`src/rtl/core/pwm_sup_pkg.sv`:
```
`timescale 1ns / 1ps
// ---------------------------------------------------------------------------
// pwm_sup_pkg
// Shared widths, register defaults and codes for the PWM inverter supervisor.
// ---------------------------------------------------------------------------
package pwm_sup_pkg;

  // default parameter values
  localparam int PERIOD_BITS_DEF = 16;
  localparam int TEMP_BITS_DEF   = 12;

  // fixed field widths
  localparam int OP_BITS      = 3;
  localparam int AMOUNT_BITS  = 16;
  localparam int CMD_BITS     = 3;
  localparam int MODE_BITS    = 3;
  localparam int CFG_IDX_BITS = 2;

  // configuration register defaults
  localparam int PERIOD_MIN_RST  = 100;
  localparam int PERIOD_MAX_RST  = 10000;
  localparam int PERIOD_INIT_RST = 1000;
  localparam int TEMP_LIMIT_RST  = 3000;

  // configuration register indexes
  localparam logic [CFG_IDX_BITS-1:0] CFG_PERIOD_MIN  = 2'd0;
  localparam logic [CFG_IDX_BITS-1:0] CFG_PERIOD_MAX  = 2'd1;
  localparam logic [CFG_IDX_BITS-1:0] CFG_PERIOD_INIT = 2'd2;
  localparam logic [CFG_IDX_BITS-1:0] CFG_TEMP_LIMIT  = 2'd3;

  // operation codes
  localparam logic [OP_BITS-1:0] OP_TICK      = 3'd0;
  localparam logic [OP_BITS-1:0] OP_FREQ_UP   = 3'd1;
  localparam logic [OP_BITS-1:0] OP_FREQ_DOWN = 3'd2;
  localparam logic [OP_BITS-1:0] OP_PHASE_UP  = 3'd3;
  localparam logic [OP_BITS-1:0] OP_PHASE_DN  = 3'd4;

  // tick command codes
  localparam logic [CMD_BITS-1:0] CMD_NONE    = 3'd0;
  localparam logic [CMD_BITS-1:0] CMD_ENABLE  = 3'd1;
  localparam logic [CMD_BITS-1:0] CMD_DISABLE = 3'd2;
  localparam logic [CMD_BITS-1:0] CMD_RUN     = 3'd3;
  localparam logic [CMD_BITS-1:0] CMD_RESET   = 3'd4;

endpackage

```
`src/rtl/core/pwm_inverter_supervisor_core.sv`:
```
`timescale 1ns / 1ps
// ---------------------------------------------------------------------------
// pwm_inverter_supervisor_core
// Mode sequencing, fault checks and period/phase limiting for a
// phase-shifted PWM inverter, one result per transaction.
// ---------------------------------------------------------------------------
// the result is registered: it appears in the cycle after its input transaction is accepted
// throughput: one transaction per cycle while results are taken, set by the single state update path
// in_tready drops only while a finished result waits on out_tready
// reset (rst_n low, synchronous): mode off, drive disabled, phase zero,
// config registers to defaults, period to the default initial period
module pwm_inverter_supervisor_core #(
  parameter int PERIOD_BITS = pwm_sup_pkg::PERIOD_BITS_DEF,
  parameter int TEMP_BITS   = pwm_sup_pkg::TEMP_BITS_DEF,
  localparam int CFG_BITS   = (PERIOD_BITS > TEMP_BITS) ? PERIOD_BITS : TEMP_BITS,
  localparam int IN_BITS    = ((pwm_sup_pkg::AMOUNT_BITS + pwm_sup_pkg::CMD_BITS + 1
                               + 2 * TEMP_BITS + 7) / 8) * 8,
  localparam int OUT_BITS   = ((pwm_sup_pkg::MODE_BITS + 2 * PERIOD_BITS + 2 + 7) / 8) * 8
) (
  input  logic                                 clk,
  input  logic                                 rst_n,
  // input stream
  input  logic                                 in_tvalid,
  output logic                                 in_tready,
  // amount, command, ext_fault, temp_a, temp_b (lowest bit up)
  input  logic [IN_BITS-1:0]                   in_tdata,
  // operation
  input  logic [pwm_sup_pkg::OP_BITS-1:0]      in_tuser,
  // result stream
  output logic                                 out_tvalid,
  input  logic                                 out_tready,
  // mode, pwm_period, pwm_phase, drive_enable, clear_pulse, fault_seen
  output logic [OUT_BITS-1:0]                  out_tdata,
  // configuration writes
  input  logic                                 cfg_valid,
  output logic                                 cfg_ready,
  input  logic [pwm_sup_pkg::CFG_IDX_BITS-1:0] cfg_index,
  input  logic [CFG_BITS-1:0]                  cfg_data
);

  localparam int AB  = pwm_sup_pkg::AMOUNT_BITS;
  localparam int CB  = pwm_sup_pkg::CMD_BITS;
  localparam int PHB = PERIOD_BITS - 1;
  localparam int AW  = ((PERIOD_BITS > AB) ? PERIOD_BITS : AB) + 1;

  // input field offsets
  localparam int CMD_LO  = AB;
  localparam int EXT_POS = AB + CB;
  localparam int TA_LO   = EXT_POS + 1;
  localparam int TB_LO   = TA_LO + TEMP_BITS;

  typedef enum logic [pwm_sup_pkg::MODE_BITS-1:0] {
    MODE_OFF   = 3'd0,
    MODE_ARMED = 3'd1,
    MODE_RUN   = 3'd2,
    MODE_EXT   = 3'd3,
    MODE_TEMP  = 3'd4
  } mode_t;

  // config registers
  logic [PERIOD_BITS-1:0] period_min_r, period_max_r, period_init_r;
  logic [TEMP_BITS-1:0]   temp_limit_r;

  // supervisor state
  mode_t                  mode_r, mode_nxt;
  logic [PERIOD_BITS-1:0] period_r, period_nxt;
  logic [PHB-1:0]         phase_r, phase_nxt;
  logic                   enable_r, enable_nxt;
  logic                   clear_nxt, seen_nxt;

  // result register
  logic                   out_valid_r;
  mode_t                  out_mode_r;
  logic [PERIOD_BITS-1:0] out_period_r;
  logic [PHB-1:0]         out_phase_r;
  logic                   out_enable_r, out_clear_r, out_seen_r;

  // input fields
  logic [pwm_sup_pkg::OP_BITS-1:0] op;
  logic [AB-1:0]                   amount;
  logic [CB-1:0]                   command;
  logic                            ext_fault;
  logic [TEMP_BITS-1:0]            temp_a, temp_b;
  logic                            in_accept;

  assign op        = in_tuser;
  assign amount    = in_tdata[AB-1:0];
  assign command   = in_tdata[CMD_LO +: CB];
  assign ext_fault = in_tdata[EXT_POS];
  assign temp_a    = in_tdata[TA_LO +: TEMP_BITS];
  assign temp_b    = in_tdata[TB_LO +: TEMP_BITS];

  assign in_tready = !out_valid_r || out_tready;
  assign in_accept = in_tvalid && in_tready;
  assign cfg_ready = 1'b1;

  // fault check
  logic  fault_temp, fault_any;
  mode_t fault_mode;
  assign fault_temp = (temp_a > temp_limit_r) || (temp_b > temp_limit_r);
  assign fault_any  = ext_fault || fault_temp;
  assign fault_mode = ext_fault ? MODE_EXT : MODE_TEMP;

  // adjustment arithmetic
  logic [AW-1:0]          per_w, amt_w, ph_w;
  logic [AW-1:0]          per_sub, per_add, ph_add;
  logic [PHB-1:0]         half;
  logic [PERIOD_BITS-1:0] per_up_q, per_dn_q;
  logic [PHB-1:0]         ph_up_q, ph_dn_q;

  assign per_w   = AW'(period_r);
  assign amt_w   = AW'(amount);
  assign ph_w    = AW'(phase_r);
  assign half    = period_r[PERIOD_BITS-1:1];
  assign per_sub = (per_w > amt_w) ? (per_w - amt_w) : per_w;
  assign per_add = per_w + amt_w;
  assign ph_add  = ph_w + amt_w;

  assign per_up_q = (per_sub < AW'(period_min_r)) ? period_min_r : per_sub[PERIOD_BITS-1:0];
  assign per_dn_q = (period_r >= period_max_r) ? period_r :
                    (per_add > AW'(period_max_r)) ? period_max_r : per_add[PERIOD_BITS-1:0];
  assign ph_up_q  = (ph_add > AW'(half)) ? half : ph_add[PHB-1:0];
  assign ph_dn_q  = (ph_w > amt_w) ? PHB'(ph_w - amt_w) : '0;

  // next state for one transaction
  always_comb begin
    mode_nxt   = mode_r;
    period_nxt = period_r;
    phase_nxt  = phase_r;
    enable_nxt = enable_r;
    clear_nxt  = 1'b0;
    seen_nxt   = 1'b0;
    case (op)
      pwm_sup_pkg::OP_TICK: begin
        case (mode_r)
          MODE_OFF: begin
            enable_nxt = 1'b0;
            period_nxt = period_init_r;
            phase_nxt  = '0;
            if (fault_any) begin
              mode_nxt = fault_mode;
              seen_nxt = 1'b1;
            end else if (command == pwm_sup_pkg::CMD_ENABLE) begin
              enable_nxt = 1'b1;
              mode_nxt   = MODE_ARMED;
            end else if (command == pwm_sup_pkg::CMD_RESET) begin
              clear_nxt = 1'b1;
            end
          end
          MODE_ARMED: begin
            if (fault_any) begin
              mode_nxt = fault_mode;
              seen_nxt = 1'b1;
            end else if (command == pwm_sup_pkg::CMD_DISABLE) begin
              mode_nxt = MODE_OFF;
            end else if (command == pwm_sup_pkg::CMD_RUN) begin
              mode_nxt = MODE_RUN;
            end
          end
          MODE_RUN: begin
            if (fault_any) begin
              mode_nxt = fault_mode;
              seen_nxt = 1'b1;
            end else if (command == pwm_sup_pkg::CMD_DISABLE) begin
              mode_nxt = MODE_OFF;
            end
          end
          MODE_EXT, MODE_TEMP: begin
            enable_nxt = 1'b0;
            if (command == pwm_sup_pkg::CMD_RESET) begin
              clear_nxt = 1'b1;
              if (fault_any) begin
                mode_nxt = fault_mode;
                seen_nxt = 1'b1;
              end else begin
                mode_nxt = MODE_OFF;
              end
            end
          end
          default: mode_nxt = MODE_OFF;
        endcase
      end
      pwm_sup_pkg::OP_FREQ_UP:   if (mode_r == MODE_RUN) period_nxt = per_up_q;
      pwm_sup_pkg::OP_FREQ_DOWN: if (mode_r == MODE_RUN) period_nxt = per_dn_q;
      pwm_sup_pkg::OP_PHASE_UP:  if (mode_r == MODE_RUN) phase_nxt = ph_up_q;
      pwm_sup_pkg::OP_PHASE_DN:  if (mode_r == MODE_RUN) phase_nxt = ph_dn_q;
      default: ;
    endcase
  end

  // config register writes
  always_ff @(posedge clk) begin
    if (!rst_n) begin
      period_min_r  <= PERIOD_BITS'(pwm_sup_pkg::PERIOD_MIN_RST);
      period_max_r  <= PERIOD_BITS'(pwm_sup_pkg::PERIOD_MAX_RST);
      period_init_r <= PERIOD_BITS'(pwm_sup_pkg::PERIOD_INIT_RST);
      temp_limit_r  <= TEMP_BITS'(pwm_sup_pkg::TEMP_LIMIT_RST);
    end else if (cfg_valid && cfg_ready) begin
      case (cfg_index)
        pwm_sup_pkg::CFG_PERIOD_MIN:  period_min_r  <= cfg_data[PERIOD_BITS-1:0];
        pwm_sup_pkg::CFG_PERIOD_MAX:  period_max_r  <= cfg_data[PERIOD_BITS-1:0];
        pwm_sup_pkg::CFG_PERIOD_INIT: period_init_r <= cfg_data[PERIOD_BITS-1:0];
        pwm_sup_pkg::CFG_TEMP_LIMIT:  temp_limit_r  <= cfg_data[TEMP_BITS-1:0];
        default: ;
      endcase
    end
  end

  // supervisor state and result register on an accepted transaction; valid clears once the result is taken
  always_ff @(posedge clk) begin
    if (!rst_n) begin
      mode_r       <= MODE_OFF;
      period_r     <= PERIOD_BITS'(pwm_sup_pkg::PERIOD_INIT_RST);
      phase_r      <= '0;
      enable_r     <= 1'b0;
      out_valid_r  <= 1'b0;
      out_mode_r   <= MODE_OFF;
      out_period_r <= '0;
      out_phase_r  <= '0;
      out_enable_r <= 1'b0;
      out_clear_r  <= 1'b0;
      out_seen_r   <= 1'b0;
    end else if (in_accept) begin
      mode_r       <= mode_nxt;
      period_r     <= period_nxt;
      phase_r      <= phase_nxt;
      enable_r     <= enable_nxt;
      out_valid_r  <= 1'b1;
      out_mode_r   <= mode_nxt;
      out_period_r <= period_nxt;
      out_phase_r  <= phase_nxt;
      out_enable_r <= enable_nxt;
      out_clear_r  <= clear_nxt;
      out_seen_r   <= seen_nxt;
    end else if (out_tready) begin
      out_valid_r  <= 1'b0;
    end
  end

  assign out_tvalid = out_valid_r;
  assign out_tdata  = OUT_BITS'({out_seen_r, out_clear_r, out_enable_r,
                                 out_phase_r, out_period_r, out_mode_r});

  // a transaction always leaves a result behind
  a_accept_gives_result: assert property (@(posedge clk) disable iff (!rst_n)
    in_accept |=> out_valid_r)
    else $error("accepted transaction produced no result");

  // result mirrors the updated state
  a_result_matches_state: assert property (@(posedge clk) disable iff (!rst_n)
    in_accept |=> (out_mode_r == mode_r) && (out_period_r == period_r)
                  && (out_phase_r == phase_r) && (out_enable_r == enable_r))
    else $error("result differs from supervisor state");

  // a found fault always lands in a fault mode
  a_seen_in_fault: assert property (@(posedge clk) disable iff (!rst_n)
    (out_valid_r && out_seen_r) |-> (out_mode_r == MODE_EXT || out_mode_r == MODE_TEMP))
    else $error("fault reported outside a fault mode");

  // fault clear only from off or a fault mode
  a_clear_mode: assert property (@(posedge clk) disable iff (!rst_n)
    (out_valid_r && out_clear_r) |->
      (out_mode_r == MODE_OFF || out_mode_r == MODE_EXT || out_mode_r == MODE_TEMP))
    else $error("fault clear in an unexpected mode");

endmodule
```
`config.mk`:
```
export PLATFORM = sky130hd
export DESIGN_NAME = pwm_inverter_supervisor_core
export DESIGN_NICKNAME = d
export VERILOG_FILES = /design/src/rtl/core/pwm_sup_pkg.sv /design/src/rtl/core/pwm_inverter_supervisor_core.sv
export SDC_FILE = /design/constraint.sdc
export NUM_CORES = 1
export LEC_CHECK = 0
export ABC_AREA = 0
export BUFFER_PORTS_ARGS = -buffer_cell sky130_fd_sc_hd__buf_2
export CORE_MARGIN = 5
export CORE_UTILIZATION = 55
export CTS_BUF_LIST = sky130_fd_sc_hd__clkbuf_8 sky130_fd_sc_hd__clkbuf_16
export DETAILED_ROUTE_END_ITERATION = 10
export PLACE_DENSITY = 0.9
export SLEW_MARGIN = 10
export SYNTH_ARGS = -nofsm -noshare
export SYNTH_HDL_FRONTEND = slang
export SYNTH_SLANG_ARGS = --single-unit
```
`constraint.sdc`:
```
create_clock -name clk -period 6.3 [get_ports clk]
set_clock_uncertainty 0.1 [all_clocks]
set_input_delay 0.945 -clock clk [delete_from_list [all_inputs] [get_ports clk]]
set_output_delay 0.945 -clock clk [all_outputs]
set_load 0.1 [all_outputs]
```
---- Word level (Yosys, flattened, before mapping) ----
Cells that the tools add are included.
cells by class
  add/sub/neg operators ................... 4
  magnitude comparators ................... 8
  eq/ne operators ......................... 22
  multiplexer cells ....................... 41
  reduce and logical (&&, ||, !) cells .... 20
operators with widths
  cell                  count
  $mux W16              6
  $mux W15              5
  $pmux W16 S3          1
  $pmux W15 S3          1
  $mux W3               11
  $gt A12 B12 Y1        2
  $eq A3 B2 Y1 const B  6
  $add A15 B16 Y17      1
  $add A16 B16 Y17      1
  $gt A17 B15 Y1        1
  $gt A17 B16 Y1        1
  $lt A17 B16 Y1        1
  $mux W17              1
  $sub A16 B16 Y17      1
  $ge A16 B16 Y1        1
  $gt A15 B16 Y1        1
  $gt A16 B16 Y1        1
  $sub A15 B15 Y15      1
  $mux W1               12
  $pmux W3 S4           1
  $eq A3 B1 Y1 const B  3
  $eq A3 B3 Y1 const B  3
  $reduce_and A2 Y1     4
  $logic_not A3 Y1      2
  18 further kinds      27
word-level totals
  register bits after elaboration ......... 114
  input port bits ......................... 74
  output and inout bits ................... 43
  logic and storage cells ................. 107

---- Longest topological paths before layout ----
Gate-level depths: netlist (run 1).
  depth after elaboration ................. 7
  mapped depth ............................ 25
  mapped depth without buffers ............ 22

---- Worst setup path after synthesis (run 1) ----
No wires, ideal clock.
  path type ............................... input to register
  from .................................... in in_tdata[5]
  to ...................................... reg out_period_r[7]
  setup time .............................. 58 ps
  arrival time ............................ 5784 ps
  required time ........................... 6142 ps
  path slack .............................. 358 ps
  stages on the path ...................... 24
  path buffers ............................ 4
  cell sequence ........................... inv_1 > ha_1 > buf_2 > a21o_1 > a21oi_1 > o31a_1 > a211oi_1 > o21ai_0 > buf_4 > buf_6 > a311o_1 > nand2_1 > ha_1 > nand3_1 > nor2_1 > and3_4 > a221o_1 > or4_1 > or4_1 > buf_6 > mux2_4 > nor3_1 > a2111oi_0 > o21a_1
on the way
  word-level cells in the longest chain between the ends .. 6
  elaborated cells between the ends (all ways) .. 12
  those cells by class .................... 2 x add/sub; 3 x order compare; 7 x mux
ends and longest elaborated chain
  what                                            line                                                                      RTL
  start: declaration                              pwm_inverter_supervisor_core.sv:26                                        input logic [IN_BITS-1:0] in_tdata,
  $add A16 B16 Y17, or another cell as far along  pwm_inverter_supervisor_core.sv:116                                       assign per_add = per_w + amt_w;
  $gt A17 B16 Y1 or $mux W17 (tied branches)      pwm_inverter_supervisor_core.sv:121, pwm_inverter_supervisor_core.sv:115
  $mux W16 or $lt A17 B16 Y1 (tied branches)      pwm_inverter_supervisor_core.sv:121, pwm_inverter_supervisor_core.sv:119
  $mux W16, on equally long branches              pwm_inverter_supervisor_core.sv:120, pwm_inverter_supervisor_core.sv:119
  $mux W16, on equally long branches              pwm_inverter_supervisor_core.sv:184, pwm_inverter_supervisor_core.sv:183
  $pmux W16 S3 *                                  pwm_inverter_supervisor_core.sv:133                                       case (op)
  end signal: assignment                          pwm_inverter_supervisor_core.sv:230                                       out_period_r <= period_nxt;
  end: declaration                                pwm_inverter_supervisor_core.sv:74                                        logic [PERIOD_BITS-1:0] out_period_r;
Every way passes the cells marked *; elsewhere a longest branch is shown, timed or not.
A chain may end at the register's enable or synchronous reset.

---- Worst setup path after layout (run 1) ----
  from .................................... in in_tdata[0]
  to ...................................... reg out_period_r[7]
The elaborated chain is that of the path after synthesis.

==> run summary, run 1 <==
Outcome - completed
Max Slew Vio Count - 0
Final nets - 1676
Worst IR drop on VDD - 0.157 mV
Layout overhead on the synthesized area - 9.59%
DIE AREA - 21700 sq um
Total power - 2300 uW
Main area contributors after synthesis - dfxtp_1, ha_1, a21oi_1, nand2_1, inv_1
Kind of critical path - in -> reg
Later-pin clock latency in the skew report - 0.37 ns
Top sig layer - met4
I/O pin cnt - 117
Post-synthesis sequential area ratio - 20.1%
Reg area - 2080 sq um
Net Sw Frac - 42.1%
Remaining DRCs - 0
Top_reg_cell synth - dfxtp_1
Root Driver - clkbuf_16
Power density cells - 202 nW/um^2
Multi-input gate area - 7360 sq um
CTS tree - done
CTS clk-pin slew, worst paths - 0.08 ns
Die Y - 147 um
Endpoints failing setup - 0
FMAX - 0.166 GHz
Min cycle time layout - 6.03 ns
Cell Chain, Critical Path - buf_2 > ha_1 > fa_1 > nand2b_1 > a21o_1 > a21oi_1 > nand3_1 > o311ai_0 > o21ai_0 > ha_1 > and3_4 > a221o_1 > or4_1 > or4_1 > mux2_4 > nor3_1 > a2111oi_0 > o21a_1
Worst EP arrival - 6.25 ns
Placed Area - 11000 sq um
Yosys top cell area share - 20.1%
Ant. Diodes - 0
Final WL - 34100 um
CP endpoint kind - flip-flop
Yosys top cell by area - dfxtp_1
Total internal power - 1330 uW
Fillers - 1676
Number of synthesized flops with an enable pin - 0
RSZ-0062 raised after global routing - false
DRT Pass-1 Iters - 6
Deepest clock path buffer count - 2
Met2 WL - 15500 um
Register share of total power - 31.2%
Final Hold Fails - 0
First-pass GRT wire length - 53500 um
Post-Synthesis Cell Area - 10300 sq um
Tot GR Track Use - 30.6%
Max Cap Viol - 0
Clock Sinks - 104
Initial antenna violation count - 0
Critical path's largest stage delay - 0.63 ns
Initial core utilization - 55.5%
Gate count after technology mapping - 1369
Htree depth - 3
Yosys reg bits - 104
Hold buffers post-CTS - 0
Grt total ovfl - 0
Final Cell Area - 11300 sq um
Cell Rows - 50
Period utilization - 95.7%
Switching pwr - 967 uW
Critical Path Fanout Max - 4
Async set or reset register ratio after synthesis - 0%
Via count - 10700
DRT antenna net count - 0
Post-synth cell types - 83
Leakage power - 0.00514 uW
Largest net degree at the start of global routing - 56
Routed wl met3 - 3010 um
Horiz. Die Dim - 147 um
Commonest cells after routing, fill and taps aside - nand2_1, ha_1, a21oi_1
CTS Buf Count - 9
Core area - 18600 sq um
Slew HR - 17.7%
Least-Margin Pin Slew - 1.22 ns
Port bufs - 108
Post-DR wirelength/cell - 20.2 um
Critical Path RT - 6.52 ns
Min-delay worst type - reg -> reg
Post-DR vias/cell - 6.36
Post-Route M1 WL - 13900 um
Number of DRC markers in iteration 0 - 1164
Most common cell after layout, fill and taps aside - nand2_1
Syn avg cell area - 7.56 sq um
Clock Power Share - 25.4%
Vias in the first global route - 10200
Share of cells above drive strength 1 - 14.6%
Comb pwr share - 43.4%
CP max-delay cell - or4_1
Ys Warns - 0
Startpoint Class - primary input
Final Wtd Congestion - 1.00
Dpl hpwl - 26900 um
## final timing paths
check	from	end	slack (ns)	cells after the start
max	in_tdata[0]	out_period_r[7]	0.27	18
min	period_min_r[14]	period_min_r[14]	0.36	2
max reg2reg	period_r[3]	period_r[7]	0.50	22
min reg2reg	period_min_r[14]	period_min_r[14]	0.36	2
## cells in the mapped netlist, drive strengths merged (4+ instances only)
master   number
xor2         11
o21a         16
nor4          6
nor2         95
nand3        36
clkbuf       41
a32oi         8
dfxtp       104
mux2i        12
a211o         4
o211ai       26
inv         117
a211oi       21
a31oi        19
o21ai        79
a221o         4
nor3b         4
nand2       163
o31ai         5
fa            4
ha          148
o221a        10
nand2b       17
a2111oi       8
mux2          8
o21bai        7
nor3         27
and3         12
a21o         30
nor2b        11
buf          36
a221oi       17
or3           8
or2           8
xnor2        38
o22ai         4
a21oi       131
nand4        18
## routing by layer
metal	track usage, %	vias to the layer above
li1	-	5038
met1	39.4	4960
met2	50.3	624
met3	4.44	116
met4	14.7	0
met5	0	-
## critical path: cells and delay by family
family	cells	cell delay, ns
buffers and inverters	1	0.14
AND/OR/NAND/NOR	6	1.70
adder cells (fa/ha/maj)	3	0.98
AO/OA/AOI/OAI	7	2.19
multiplexers	1	0.28
## per-stage QoR
step	hold WS [ns]	std cells	setup TNS [ns]	setup slack [ns]	util, %
after global placement	0.342	1673	0	0.00674	59.2
after floorplan	0.332	1371	0	0.358	-
final	0.360	1689	0	0.268	60.8
after detailed placement	0.347	1673	-0.0107	-0.00902	59.2
after global routing	0.382	1689	0	0.0167	60.8
after CTS	0.358	1689	0	0.326	60.8
## power groups by stage
stage	Clock, uW	Sequential [uW]	Combinational, uW
after floorplan	0	781	667
after global routing	609	719	1070
after detailed placement	0	730	959
final	583	716	997
after global placement	0	729	941
after CTS	584	715	969
## timing repair
action                                  CTS  global route
endpoints found under the setup margin    0            12
setup buffers                             0             0
gates resized for setup                   0             3
## kinds of logic after synthesis
family / share of synthesized area, %
buffers and inverters: 9.00
other: 0.0726
multiplexers: 2.07
XOR/XNOR: 4.15
flip-flops: 20.1
AND/OR/NAND/NOR: 19.1
adder cells (fa/ha/maj): 18.7
AO/OA/AOI/OAI: 26.9
## sequential cells by signal, summed over array words and instances (netlist names), named ones only
signal and cells:
out_seen_r 1, temp_limit_r 12, out_enable_r 1, out_period_r 6, period_min_r 16, out_mode_r 3, period_max_r 16, out_clear_r 1
period_r 6, out_tvalid 1, period_init_r 16, out_phase_r 15
## final cells by class
cell class / count / area share (%)
Clock buffer: 9 / 1.99
Tap cell: 234 / 2.58
Inverter: 118 / 3.91
Multi-Input combinational cell: 1068 / 64.9
Clock inverter: 7 / 0.651
Timing Repair Buffer: 149 / 7.59
Sequential cell: 104 / 18.4
Note: power is estimated with default switching activity, not from simulation.
==> inputs of run 2 (changes only) <==
Settings changed: GPL_TIMING_DRIVEN set to 0.
==> run summary, run 2 (synthesized netlist as in run 1, its figures left out) <==
Outcome - completed
Htree depth - 3
Pre-CTS setup slack - -0.799 ns
CP max-delay cell - or4_1
Hold_ws - 0.362 ns
Power density cells - 207 nW/um^2
Least-Margin Pin Slew - 0.886 ns
Port bufs - 106
Min cycle time layout - 6.21 ns
Grt total ovfl - 0
Endpoints failing setup - 0
Worst r2r path cells - 23
DRT antenna net count - 0
Post-DR wirelength/cell - 21.2 um
Largest net degree at the start of global routing - 20
Hold Startpoint - temp_limit_r[6]
Cell Chain, Critical Path - buf_2 > inv_1 > ha_1 > clkbuf_4 > a21o_1 > a21oi_1 > o31a_1 > a211oi_4 > o21ai_1 > buf_4 > o21ai_0 > ha_1 > nand4_1 > nor2_1 > and3_4 > a221o_1 > or4_1 > or4_1 > buf_6 > mux2_4 > nor3_2 > a2111oi_2 > o21a_1
Startpoint Class - primary input
Ant. Diodes - 0
Vias in the first global route - 10400
CTS tree - done
Final Hold Fails - 0
Final Wtd Congestion - 1.05
Later-pin clock latency in the skew report - 0.37 ns
Crit Reg-Reg Startpoint - period_r[5]
Via count - 11000
Slew HR - 40.7%
Total power - 2410 uW
CTS Buf Count - 9
I/O pin cnt - 117
Max Cap Viol - 0
Critical Path RT - 6.51 ns
FF-to-FF setup slack - 0.15 ns
Most common cell after layout, fill and taps aside - nand2_1
Buf+Inv Stages, Crit Path - 5
Number of DRC markers in iteration 0 - 1278
Setup ws final - 0.0880 ns
Root Driver - clkbuf_16
Final WL - 36600 um
CP top delay family - compound AO/OA/AOI/OAI gates
Clock Sinks - 104
Dpl hpwl - 28900 um
FMAX - 0.161 GHz
Final nets - 1716
Placed cell count - 1711
First-pass GRT wire length - 56000 um
Final Non-Filler Cells - 1729
Horiz. Die Dim - 147 um
Worst IR drop on VDD - 0.162 mV
Post-DR vias/cell - 6.33
Min-delay worst type - reg -> reg
Worst EP arrival - 6.43 ns
Hold path depth - 2
Largest registers - period_init_r x16, period_max_r x16, period_min_r x16
Deepest clock path buffer count - 2
DRT Pass-1 Iters - 6
Initial core utilization - 55.5%
Die Y - 147 um
Fillers - 1658
Critical path's largest stage delay - 0.53 ns
Remaining DRCs - 0
Initial antenna violation count - 0
Tot GR Track Use - 32.5%
Leakage power - 0.00523 uW
Critical Path Fanout Max - 10
Cell Rows - 50
Max Slew Vio Count - 0
CTS clk-pin slew, worst paths - 0.08 ns
Period utilization - 98.6%
Hold Crit Endpoint - temp_limit_r[6]
Share of cells above drive strength 1 - 15.0%
Layout overhead on the synthesized area - 12.6%
Reg2reg end - out_period_r[7]
CP endpoint kind - flip-flop
Core area - 18600 sq um
DIE AREA - 21700 sq um
Kind of critical path - in -> reg
Commonest cells after routing, fill and taps aside - nand2_1, ha_1, a21oi_1
[run 2: changes by cell type in the layout (fill, tap and decap cells not counted), moves of 3 or more]
cell      previous run  this run
o21ai_2              0         6
buf_4               40        22
o21ai_0             74        66
clkbuf_1             0        41
buf_6                0         9
buf_2              108       111
[run 2: final cells by class]
| class | instances | area (sq um) | area share (%) |
|---|---|---|---|
| Clock inverter | 7 | 110 | 0.945 |
| Inverter | 118 | 443 | 3.80 |
| Sequential cell | 104 | 2080 | 17.9 |
| Buffer | 81 | 490 | 4.21 |
| Multi-Input combinational cell | 1068 | 7460 | 64.0 |
| Timing Repair Buffer | 108 | 546 | 4.68 |
| Tap cell | 234 | 293 | 2.51 |
| Clock buffer | 9 | 225 | 1.93 |
[run 2: worst max path at each step]
stage / from / endpoint / slack, ns / depth (start not counted)
2_1_floorplan: in_tdata[5] / out_period_r[7] / 0.36 / 24
3_3_place_gp: in_tdata[1] / out_period_r[9] / -0.71 / 22
3_5_place_dp: in_tdata[1] / out_period_r[9] / -0.80 / 22
4_1_cts: in_tdata[1] / out_period_r[7] / -0.06 / 22
5_1_grt: in_tdata[1] / out_period_r[7] / -0.09 / 24
6_report: in_tdata[5] / out_period_r[7] / 0.09 / 23
[run 2: report_power, final]
part,switching [uW],internal (uW),leakage [uW]
clock,296,358,0.000162
combinational,653,370,0.00422
sequential,45.5,687,0.000849
total,994,1410,0.00523
[run 2: metrics by stage]
step | util (%) | area, sq um | TNS (ns)
after floorplan | - | 10400 | 0
after global placement | 60.0 | 11200 | -10.24
after detailed placement | 60.0 | 11200 | -12.20
after CTS | 61.9 | 11500 | -0.0554
after global routing | 62.5 | 11600 | -0.177
final | 62.5 | 11600 | 0
[run 2: repair_timing]
action                     4_1_cts  5_1_grt
hold buffers                     0        0
setup endpoints to repair       21       22
pin swaps                        0        2
setup buffers                    0        2
resized for setup                9       24
[run 2: worst register-to-register path, delay by kind of cell, from the launching register on]
| family | cells | cell delay [ns] |
|---|---|---|
| buffers and inverters | 4 | 0.74 |
| AND/OR/NAND/NOR | 7 | 1.52 |
| adder cells (fa/ha/maj) | 2 | 0.68 |
| AO/OA/AOI/OAI | 9 | 2.08 |
| multiplexers | 1 | 0.24 |
| flip-flops | 1 | 0.74 |
[run 2: routing by layer]
metal  GRT usage, %  vias to the layer above  share of wire, %
met2           51.3                      690                43
met3           6.17                      165                10
met1           41.6                     4962                40
met4           18.4                        0               6.7
li1               -                     5136                 -
met5              0                        -                 0
==> inputs of run 3 (changes only) <==
Settings changed: CORE_UTILIZATION 55 to 25, CTS_CLUSTER_SIZE set to 30, PLACE_DENSITY 0.9 to 0.53.
==> run summary, run 3 (synthesized netlist as in run 1, its figures left out) <==
Post-DR vias/cell - 5.20
Largest net degree at the start of global routing - 24
Hold_ws - 0.360 ns
I/O pin cnt - 117
Min cycle time layout - 6.15 ns
Layout overhead on the synthesized area - 15.9%
Leakage power - 0.00522 uW
Power density cells - 201 nW/um^2
DIE AREA - 45600 sq um
Number of DRC markers in iteration 0 - 913
Post-DR wirelength/cell - 20.5 um
CP endpoint kind - flip-flop
Tot GR Track Use - 17.8%
Worst IR drop on VDD - 0.128 mV
CTS Buf Count - 9
CTS tree - done
Endpoints failing setup - 0
Port bufs - 106
Initial core utilization - 25.3%
Period utilization - 97.6%
Final Cell Area - 12000 sq um
Commonest cells after routing, fill and taps aside - nand2_1, ha_1, a21oi_1
Final nets - 1715
Remaining DRCs - 0
Worst EP arrival - 6.28 ns
Horiz. Die Dim - 213 um
Die Y - 213 um
Later-pin clock latency in the skew report - 0.38 ns
Cell Rows - 74
Max Cap Viol - 0
Max Slew Vio Count - 0
DRT Pass-1 Iters - 6
Clock Sinks - 104
Slew HR - 25.0%
Final WL - 41500 um
Core area - 40900 sq um
Htree depth - 3
CTS clk-pin slew, worst paths - 0.09 ns
Initial antenna violation count - 0
RSZ-0062 raised after global routing - false
Kind of critical path - in -> reg
Most common cell after layout, fill and taps aside - nand2_1
Share of cells above drive strength 1 - 14.9%
Placed cell count - 2009
Outcome - completed
Grt total ovfl - 0
Min-delay worst type - reg -> reg
Placed Area - 11600 sq um
Deepest clock path buffer count - 2
First-pass GRT wire length - 62700 um
Final Wtd Congestion - 0.934
Dpl hpwl - 34000 um
Largest registers - period_init_r x16, period_max_r x16, period_min_r x16
Via count - 10500
FMAX - 0.163 GHz
Final Hold Fails - 0
Root Driver - clkbuf_16
Final core utilization - 29.3%
Critical Path Fanout Max - 10
Final Non-Filler Cells - 2027
Vias in the first global route - 10300
Startpoint Class - primary input
Critical Path RT - 6.44 ns
DRT antenna net count - 0
Least-Margin Pin Slew - 1.12 ns
run 3: final timing paths:
check	start	endpoint	slack, ns	depth (start not counted)
hold / removal	period_min_r[9]	period_min_r[9]	0.36	2
setup / recovery	in_tdata[12]	flip-flop	0.15	22
setup reg to reg	flip-flop	flip-flop	0.26	19
hold reg to reg	period_min_r[9]	period_min_r[9]	0.36	2
run 3: layer usage:
layer  up-vias  part of all wire [%]  track usage [%]
met5         -                     0                0
met4         0                   2.1             4.39
met3        48                   6.1             2.81
met2       370                    46             29.8
met1      5009                    46             24.2
li1       5122                     -                -
run 3: stage by stage:
step / TNS [ns] / power, uW / worst slack [ns]
3_3_place_gp: -17.14 / 1740 / -1.08
5_1_grt: 0 / 2540 / 0.00370
2_1_floorplan: 0 / 1450 / 0.358
3_5_place_dp: -18.02 / 1740 / -1.07
4_1_cts: 0 / 2400 / 0.0187
6_report: 0 / 2410 / 0.151
run 3: power by group:
part	internal (uW)	switching, uW
Combinational	371	658
Sequential	687	44.3
Clock	297	349
run 3: area by class of cell:
class | count | area (sq um)
multi-input combinational | 1068 | 7440
timing repair buffer | 107 | 541
sequential | 104 | 2080
fill | 4503 | 28900
buffer | 81 | 493
tap | 532 | 666
inverter | 118 | 443
clock buffer | 9 | 225
clock inverter | 7 | 93.8
antenna | 1 | 2.50
run 3: critical path, cell delays in order:
cell and delay (ns):
buf_2 0.18, inv_1 0.13, ha_1 0.32, buf_2 0.22, nand2_1 0.09, o21a_1 0.24, and3_2 0.24, o21ai_1 0.16
o21ai_1 0.13, buf_6 0.16, buf_6 0.15, o21ai_0 0.50, ha_1 0.36, and3_4 0.17, a221o_1 0.32, or4_1 0.54
or4_1 0.52, buf_6 0.17, mux2i_1 0.15, a21oi_1 0.09, a2111oi_1 0.37, a2111oi_1 0.11
run 3: repair_timing:
action / in CTS / in global routing
pin swaps: 1 / 4
endpoints found under the setup margin: 22 / 23
hold buffers: 0 / 0
buffers inserted: 0 / 1
gates resized for setup: 15 / 21
